$ cat config.mk
export PLATFORM = sky130hd
export DESIGN_NAME = shell_operator_word_lexer_core
export DESIGN_NICKNAME = d
export VERILOG_FILES = /design/src/hw/rtl/sowl_pkg.sv /design/src/hw/rtl/sowl_tok_fifo.sv /design/src/hw/rtl/shell_operator_word_lexer_core.sv
export SDC_FILE = /design/constraint.sdc
export NUM_CORES = 1
export LEC_CHECK = 0
export BUFFER_PORTS_ARGS = -buffer_cell sky130_fd_sc_hd__buf_2
export CORE_UTILIZATION = 32
export CTS_BUF_LIST = sky130_fd_sc_hd__clkbuf_8
export CTS_CLUSTER_DIAMETER = 50
export CTS_CLUSTER_SIZE = 24
export DETAILED_ROUTE_END_ITERATION = 12
export PLACE_DENSITY_LB_ADDON = 0.05
export SLEW_MARGIN = 0
export SYNTH_ARGS = -nofsm -noshare
export SYNTH_HDL_FRONTEND = slang
export SYNTH_SLANG_ARGS = --single-unit
$ cat constraint.sdc
create_clock -name clk -period 11.9 [get_ports clk]
set_clock_uncertainty 0.05 [all_clocks]
set_input_delay 1.19 -clock clk [delete_from_list [all_inputs] [get_ports clk]]
set_output_delay 1.19 -clock clk [all_outputs]
set_load 0.01 [all_outputs]
$ cat src/hw/rtl/sowl_pkg.sv
// ----------------------------------------------------------------------------
// sowl_pkg
// Shared types and constants for the shell operator word lexer: token kinds,
// held operator codes, operator characters and the token queue push bundle.
// ----------------------------------------------------------------------------
package sowl_pkg;

	localparam int MAX_LINE   = 1024;
	localparam int POS_W      = $clog2(MAX_LINE) + 1;
	localparam int BEG_W      = $clog2(MAX_LINE);
	localparam int RANK_W     = 16;
	localparam int FIFO_DEPTH = 4;
	localparam int PTR_W      = $clog2(FIFO_DEPTH);
	localparam int CNT_W      = $clog2(FIFO_DEPTH) + 1;

	localparam logic [7:0] CH_SQUOTE = 8'h27;
	localparam logic [7:0] CH_DQUOTE = 8'h22;
	localparam logic [7:0] CH_PIPE   = 8'h7C;
	localparam logic [7:0] CH_LT     = 8'h3C;
	localparam logic [7:0] CH_GT     = 8'h3E;

	typedef enum logic [2:0] {
		KIND_WORD     = 3'd0,
		KIND_IN_REDIR = 3'd1,
		KIND_OUT_REDIR= 3'd2,
		KIND_PIPE     = 3'd3,
		KIND_HEREDOC  = 3'd4,
		KIND_APPEND   = 3'd5
	} kind_t;

	typedef enum logic [1:0] {
		HELD_NONE = 2'd0,
		HELD_LT   = 2'd1,
		HELD_GT   = 2'd2
	} held_t;

	typedef struct packed {
		kind_t             kind;
		logic [BEG_W-1:0]  start;
		logic [POS_W-1:0]  stop;
		logic              last;
	} token_t;

	typedef struct packed {
		logic [1:0] cnt;
		token_t     tok0;
		token_t     tok1;
	} push_t;

endpackage

$ cat src/hw/rtl/sowl_tok_fifo.sv
// ----------------------------------------------------------------------------
// sowl_tok_fifo
// Small token queue: takes up to two tokens a cycle while room is high, hands
// out one a cycle on a valid/stall output channel while out_stall is low.
// ----------------------------------------------------------------------------
module sowl_tok_fifo import sowl_pkg::*; (
	input  logic   clk,
	input  logic   arst_n,
	input  push_t  push,
	output logic   room,
	output logic   out_valid,
	input  logic   out_stall,
	output token_t out_tok
);

	token_t           mem_q [FIFO_DEPTH];
	logic [PTR_W-1:0] rd_ptr_q;
	logic [PTR_W-1:0] wr_ptr_q;
	logic [CNT_W-1:0] count_q;
	logic             pop;
	logic [PTR_W-1:0] wr_ptr_nx;

	assign out_valid = (count_q != '0);
	assign pop       = out_valid && !out_stall;
	assign out_tok   = mem_q[rd_ptr_q];
	assign room      = (count_q <= CNT_W'(FIFO_DEPTH - 2));
	assign wr_ptr_nx = wr_ptr_q + PTR_W'(1);

	always_ff @(posedge clk) begin
		if (push.cnt != 2'd0) begin
			mem_q[wr_ptr_q] <= push.tok0;
		end
		if (push.cnt == 2'd2) begin
			mem_q[wr_ptr_nx] <= push.tok1;
		end
	end

	always_ff @(posedge clk or negedge arst_n) begin
		if (!arst_n) begin
			rd_ptr_q <= '0;
			wr_ptr_q <= '0;
			count_q  <= '0;
		end else begin
			wr_ptr_q <= wr_ptr_q + PTR_W'(push.cnt);
			if (pop) begin
				rd_ptr_q <= rd_ptr_q + PTR_W'(1);
			end
			count_q <= count_q + CNT_W'(push.cnt) - CNT_W'(pop);
		end
	end

	a_count_bound: assert property (@(posedge clk) disable iff (!arst_n)
		count_q <= CNT_W'(FIFO_DEPTH))
		else $error("token queue count exceeds depth");

	a_push_room: assert property (@(posedge clk) disable iff (!arst_n)
		(push.cnt != 2'd0) |-> room)
		else $error("token push without room");

	a_push_last: assert property (@(posedge clk) disable iff (!arst_n)
		(push.cnt == 2'd2) |-> (push.tok1.last && !push.tok0.last))
		else $error("run end flag misplaced on double push");

endmodule

$ cat src/hw/rtl/shell_operator_word_lexer_core.sv
// ----------------------------------------------------------------------------
// shell_operator_word_lexer_core
// Command-line tokenizer: one byte per beat, cut at | < > and end of line,
// quotes hide operators, << and >> pair up. Emits kind/start/end/rank.
//
//   channel   signals                      direction  beat when
//   input     in_valid/in_stall + fields   in         in_valid & !in_stall
//   output    out_valid/out_stall + fields out        out_valid & !out_stall
//   config    cfg_valid/cfg_ready, rank    in         cfg_valid & cfg_ready
//
// One byte per cycle while in_stall is low: input register, one pass of logic, token queue.
// A byte yields zero to two tokens; the queue drains one token per cycle
// while out_stall is low, so two-token bytes cost extra output bandwidth.
// Reset clears line state and rank; the terminator clears line state.
// in_stall rises only while the input register holds a byte and the
// queue cannot take two more tokens.
// ----------------------------------------------------------------------------
module shell_operator_word_lexer_core import sowl_pkg::*; (
	input  logic                clk,
	input  logic                arst_n,
	input  logic                in_valid,
	output logic                in_stall,
	input  logic [7:0]          char_byte,
	input  logic                is_terminator,
	output logic                out_valid,
	input  logic                out_stall,
	output logic [2:0]          token_kind,
	output logic [BEG_W-1:0]    token_start,
	output logic [POS_W-1:0]    token_end,
	output logic [RANK_W-1:0]   token_rank,
	output logic                last_of_run,
	input  logic                cfg_valid,
	output logic                cfg_ready,
	input  logic [RANK_W-1:0]   line_rank
);

	logic              valid_s1;
	logic [7:0]        byte_s1;
	logic              term_s1;
	logic [RANK_W-1:0] rank_q;

	logic [POS_W-1:0] pos_q,  n_pos;
	logic             wo_q,   n_wo;
	logic [BEG_W-1:0] wb_q,   n_wb;
	logic             inq_q,  n_inq;
	logic             qd_q,   n_qd;
	held_t            held_q, n_held;
	logic [BEG_W-1:0] hp_q,   n_hp;

	logic   room;
	logic   step;
	logic   accept;
	push_t  push;
	token_t out_tok;

	assign step      = valid_s1 && room;
	assign in_stall  = valid_s1 && !room;
	assign accept    = in_valid && !in_stall;
	assign cfg_ready = 1'b1;

	always_ff @(posedge clk) begin
		if (accept) begin
			byte_s1 <= char_byte;
			term_s1 <= is_terminator;
		end
	end

	always_ff @(posedge clk or negedge arst_n) begin
		if (!arst_n) begin
			valid_s1 <= 1'b0;
			rank_q   <= '0;
			pos_q    <= '0;
			wo_q     <= 1'b0;
			wb_q     <= '0;
			inq_q    <= 1'b0;
			qd_q     <= 1'b0;
			held_q   <= HELD_NONE;
			hp_q     <= '0;
		end else begin
			if (accept) begin
				valid_s1 <= 1'b1;
			end else if (step) begin
				valid_s1 <= 1'b0;
			end
			if (cfg_valid && cfg_ready) begin
				rank_q <= line_rank;
			end
			if (step) begin
				pos_q  <= n_pos;
				wo_q   <= n_wo;
				wb_q   <= n_wb;
				inq_q  <= n_inq;
				qd_q   <= n_qd;
				held_q <= n_held;
				hp_q   <= n_hp;
			end
		end
	end

	always_comb begin
		logic             is_quote;
		logic             is_op;
		logic [BEG_W-1:0] p;
		logic [7:0]       twin;
		kind_t            hk;
		kind_t            pk;
		logic             run_take;
		logic             va, vb, vc;
		token_t           ta, tb, tc;
		logic [1:0]       n;

		n_pos  = pos_q;
		n_wo   = wo_q;
		n_wb   = wb_q;
		n_inq  = inq_q;
		n_qd   = qd_q;
		n_held = held_q;
		n_hp   = hp_q;
		p        = pos_q[BEG_W-1:0];
		is_quote = (byte_s1 == CH_SQUOTE) || (byte_s1 == CH_DQUOTE);
		is_op    = (byte_s1 == CH_PIPE) || (byte_s1 == CH_LT) || (byte_s1 == CH_GT);
		run_take = 1'b0;
		va = 1'b0;
		vb = 1'b0;
		vc = 1'b0;
		ta = '0;
		tb = '0;
		tc = '0;

		case (held_q)
			HELD_LT: begin
				hk   = KIND_IN_REDIR;
				pk   = KIND_HEREDOC;
				twin = CH_LT;
			end
			default: begin
				hk   = KIND_OUT_REDIR;
				pk   = KIND_APPEND;
				twin = CH_GT;
			end
		endcase

		if (term_s1) begin
			if (held_q != HELD_NONE) begin
				va       = 1'b1;
				ta.kind  = hk;
				ta.start = hp_q;
				ta.stop  = {1'b0, hp_q} + POS_W'(1);
			end
			if (wo_q && !inq_q) begin
				vb       = 1'b1;
				tb.kind  = KIND_WORD;
				tb.start = wb_q;
				tb.stop  = pos_q;
			end
			n_pos  = '0;
			n_wo   = 1'b0;
			n_wb   = '0;
			n_inq  = 1'b0;
			n_qd   = 1'b0;
			n_held = HELD_NONE;
			n_hp   = '0;
		end else if (pos_q < POS_W'(MAX_LINE)) begin
			n_pos = pos_q + POS_W'(1);
			if (held_q != HELD_NONE) begin
				n_held   = HELD_NONE;
				va       = 1'b1;
				ta.start = hp_q;
				if (byte_s1 == twin) begin
					ta.kind = pk;
					ta.stop = {1'b0, hp_q} + POS_W'(2);
				end else begin
					ta.kind  = hk;
					ta.stop  = {1'b0, hp_q} + POS_W'(1);
					run_take = 1'b1;
				end
			end else begin
				run_take = 1'b1;
			end

			if (run_take) begin
				if (is_quote && !inq_q) begin
					n_inq = 1'b1;
					n_qd  = (byte_s1 == CH_DQUOTE);
					if (!wo_q) begin
						n_wo = 1'b1;
						n_wb = p;
					end
				end else if (inq_q && is_quote && ((byte_s1 == CH_DQUOTE) == qd_q)) begin
					n_inq = 1'b0;
				end

				if (!is_op && !n_wo) begin
					n_wo = 1'b1;
					n_wb = p;
				end else if (is_op && n_wo && !n_inq) begin
					vb       = 1'b1;
					tb.kind  = KIND_WORD;
					tb.start = n_wb;
					tb.stop  = pos_q;
					n_wo     = 1'b0;
				end

				if (is_op && !n_inq) begin
					if (byte_s1 == CH_PIPE) begin
						vc       = 1'b1;
						tc.kind  = KIND_PIPE;
						tc.start = p;
						tc.stop  = pos_q + POS_W'(1);
					end else begin
						n_held = (byte_s1 == CH_LT) ? HELD_LT : HELD_GT;
						n_hp   = p;
					end
				end
			end
		end

		n = 2'(va) + 2'(vb) + 2'(vc);
		push.tok0 = va ? ta : (vb ? tb : tc);
		push.tok1 = (va && vb) ? tb : tc;
		push.tok0.last = (n == 2'd1);
		push.tok1.last = (n == 2'd2);
		push.cnt = step ? n : 2'd0;
	end

	sowl_tok_fifo u_fifo (
		.clk       (clk),
		.arst_n    (arst_n),
		.push      (push),
		.room      (room),
		.out_valid (out_valid),
		.out_stall (out_stall),
		.out_tok   (out_tok)
	);

	assign token_kind  = out_tok.kind;
	assign token_start = out_tok.start;
	assign token_end   = out_tok.stop;
	assign token_rank  = rank_q;
	assign last_of_run = out_tok.last;

	a_stall_src: assert property (@(posedge clk) disable iff (!arst_n)
		in_stall |-> valid_s1)
		else $error("input stalled with empty input register");

	a_pos_bound: assert property (@(posedge clk) disable iff (!arst_n)
		pos_q <= POS_W'(MAX_LINE))
		else $error("line position past maximum");

	a_held_unquoted: assert property (@(posedge clk) disable iff (!arst_n)
		(held_q != HELD_NONE) |-> (!inq_q && !wo_q))
		else $error("operator held inside quotes or open word");

	a_term_clears: assert property (@(posedge clk) disable iff (!arst_n)
		(step && term_s1) |=> (pos_q == '0 && held_q == HELD_NONE && !wo_q))
		else $error("line state not cleared after terminator");

endmodule

==> results by group <==
Run status
  – Outcome: finished clean

Clock network
  – H-tree levels: 4
  – Max Root-Sink Buffers: 2
  – TritonCTS clock tree: built
  – Setup bufs post-CTS: 0
  – CTS root buffer: clkbuf_8
  – Worst skew pair latency: 470 ps
  – Worst-path clk slew: 100 ps
  – TritonCTS Sinks: 169
  – CTS resizes: 0
  – Cts hold-fix bufs: 0
  – TritonCTS Buffers: 17

Final layout
  – Final Cell Area: 10400 µm²
  – Most frequent cells in the layout: 105 x edfxtp_1, 72 x buf_2, 65 x nor2_1, 63 x nand2_1, 59 x dfrtp_1
  – Final Non-Filler Cells: 1268
  – Most common cell after layout, fill and taps aside: edfxtp_1
  – Area of the multi-input gates: 4260 µm²
  – Nets: 911
  – Layout cell share with drive strength beyond 1: 20.5%
  – Sequential cell area: 4740 µm²
  – Antenna cells: 0
  – Area Overhead vs Synth: 10.9%
  – # fillers: 2882

Timing
  – Ratio of final minimum period to clock period: 52.0%
  – Slew HR: 14.1%
  – Setup TNS: 0 ps
  – Unrepaired setup endpoints after global routing: no
  – Slew at the pin with the worst max-slew slack: 1290 ps
  – Pins Over Slew Limit: 0
  – Highest Clock Rate: 162 MHz
  – Endpoints failing setup: 0
  – Final worst slack: 5710 ps
  – Crit path time final: 6190 ps
  – Final Hold Fails: 0

Drt
  – # DRC: 0
  – Initial DRC Count: 916
  – Vias: 7512
  – Vias per cell: 5.92
  – Wire length per cell: 23.6 µm
  – Drt first pass iters: 5
  – Post-Route WL: 30000 µm
  – Detail Route Antenna Nets: 0

Floorplanning
  – # IOs: 74
  – Die area: 29900 µm²
  – Core area: 28700 µm²
  – Initial Utilization: 32.6%
  – DIE WIDTH: 173 µm
  – # rows: 62
  – Chip Height: 173 µm

GRT
  – Vias in the first global route: 7451
  – Largest net degree at the start of global routing: 61
  – First-pass GRT wire length: 46100 µm
  – Grt ovf: 0
  – Initial antenna violation count: 1
  – Total GRT Usage: 20.3%

Critical path
  – Critical Path AT: 6220 ps
  – Critical path peak fanout: 45
  – Critical path required time: 11930 ps
  – Critical-path cell list: nor4b_1 > a21oi_1 > o41ai_2 > buf_4 > o31a_1 > inv_4 > fa_1 > or2_2 > nand4_1 > nand2_1
  – Worst path bufs/invs: 2
  – CP Capture Type: register
  – CP max-delay cell: nand2_1
  – CP startpoint kind: register
  – Delay-heaviest family, CP: simple AND/OR/NAND/NOR gates
  – Slowest stage delay, CP: 1180 ps
  – WS Path Type: register to register

Yosys
  – EDFF count, synth: 105
  – Synth Register Bits: 169
  – Sequential area share after synthesis: 50.6%
  – Syn Std Cell Area: 9360 µm²
  – Synthesized net count: 876
  – Yosys warns: 0
  – Synth async-reset ratio: 35.5%
  – Post-synth top flop: edfxtp_1
  – Cells after synthesis: 836
  – Avg Cell Area, Syn: 11.2 µm²
  – Library cells used by synthesis: 79

Placed design
  – DP HPWL: 21300 µm
  – PortBufs: 72
  – GP Congestion: 0.875
  – DP Area: 10000 µm²
  – Post-Place Worst Slack: 5720 ps
  – DP Cell Count: 1236

Power and ir drop
  – Max VDD drop: 58.4 µV
  – Pleak: 3.69 nW
  – Register share of total power: 46.7%
  – Sw Pwr: 0.608 mW
  – Internal power: 1.04 mW
  – Cell Pwr Density: 159 nW/µm²
  – Gate power share: 28.0%
  – Clock power share: 25.2%
  – Switching Share: 36.9%

Worst hold path
  – Worst hold-check path type: register to register

Flow run
  – Max Cap Viol: 0
==> per-layer routing <==
layer | global-route usage, % | up-vias | routed length [µm]
met5 | 0 | - | 0
met4 | 6.49 | 0 | 646
met3 | 3.43 | 37 | 1870
met2 | 31.0 | 301 | 13500
met1 | 29.2 | 3806 | 14000
li1 | - | 3368 | -
==> registers in the layout, indices dropped and copies added (netlist names), 2 cells and up <==
signal and cells:
u_fifo.wr_ptr_q 2, u_fifo.count_q 3, pos_q 11, token_rank 16
u_fifo.mem_q 100, u_fifo.rd_ptr_q 2, wb_q 10, byte_s1 8
hp_q 10, held_q 2
==> worst register-to-register path: cells and delay by family (launching register included) <==
family          cells  cell delay (ps)
buf+inv             2              620
compound gates      3             1300
fa+ha+maj           1              820
simple gates        4             2440
flops               1              550
==> kinds of logic after synthesis <==
family,count (synthesis),synth area share (%)
AOI/OAI and AO/OA,271,21.9
DFF,169,50.6
and+or+nand+nor,241,12.7
buffers and inverters,88,3.89
xor gates and xnor gates,13,1.22
muxes,43,8.16
other,1,0.0401
adders and majority gates,10,1.50
==> final cells by class <==
| cell class | instances | area share, % |
|---|---|---|
| clock buffer | 17 | 2.25 |
| sequential | 169 | 45.6 |
| clock inverter | 15 | 1.37 |
| timing repair buffer | 84 | 4.34 |
| multi-input combinational | 579 | 41.0 |
| tap | 384 | 4.63 |
| inverter | 20 | 0.747 |
==> path summary, 6_finish.rpt <==
check / from / endpoint / depth (start not counted) / slack (ps)
hold reg to reg: u_fifo.mem_q[0][24]$_SDFFE_PP0P_ / u_fifo.mem_q[0][24]$_SDFFE_PP0P_ / 2 / 420
min in group asynchronous: arst_n / u_fifo.rd_ptr_q[1]$_DFFE_PN0P_ / 2 / 840
setup / recovery: byte_s1[1]$_DFFE_PP_ / u_fifo.mem_q[2][18]$_DFFE_PP_ / 10 / 5710
hold / removal: u_fifo.mem_q[0][24]$_SDFFE_PP0P_ / u_fifo.mem_q[0][24]$_SDFFE_PP0P_ / 2 / 420
setup reg to reg: byte_s1[1]$_DFFE_PP_ / u_fifo.mem_q[2][18]$_DFFE_PP_ / 10 / 5710
max in group asynchronous: arst_n / held_q[1]$_DFFE_PN0P_ / 2 / 10390
==> cells in the mapped netlist, drive strengths merged, types with 6 or more instances <==
cell type | instances | area share [%]
nor4 | 11 | 0.80
a21oi | 23 | 1.3
buf | 15 | 0.94
a21o | 19 | 1.5
nand2b | 13 | 0.87
clkbuf | 53 | 2.1
o31ai | 8 | 0.70
nand3 | 17 | 0.96
or3 | 7 | 0.47
mux2 | 16 | 1.9
a32oi | 7 | 0.66
a31oi | 7 | 0.47
inv | 19 | 0.79
ha | 8 | 1.1
and3 | 12 | 0.80
o221ai | 14 | 1.3
o21ai | 66 | 3.8
edfxtp | 105 | 34
o211ai | 7 | 0.91
nand4 | 7 | 0.47
nor2 | 66 | 2.7
nor3 | 21 | 1.2
mux4 | 25 | 6.0
a32o | 18 | 1.9
a221o | 23 | 2.5
o22ai | 23 | 1.5
xor2 | 9 | 0.84
dfrtp | 60 | 16
nor2b | 6 | 0.40
a22o | 22 | 2.1
nand2 | 63 | 2.5
==> power by group through the flow <==
stage | Clock (mW) | Combinational (mW) | Sequential (mW)
6_report | 0.415 | 0.461 | 0.769
5_1_grt | 0.451 | 0.504 | 0.783
4_1_cts | 0.425 | 0.468 | 0.772
3_5_place_dp | 0 | 0.466 | 0.784
3_3_place_gp | 0 | 0.460 | 0.780
2_1_floorplan | 0 | 0.358 | 0.722
==> metrics by stage <==
| stage | power, mW | util (%) | hold slack (ps) |
|---|---|---|---|
| floorplan | 1.08 | - | 381 |
| global placement | 1.24 | 34.9 | 402 |
| detailed placement | 1.25 | 34.9 | 406 |
| CTS | 1.66 | 36.2 | 421 |
| global route | 1.74 | 36.2 | 442 |
| finish | 1.65 | 36.2 | 417 |
Power figures use the tool's default switching activity.
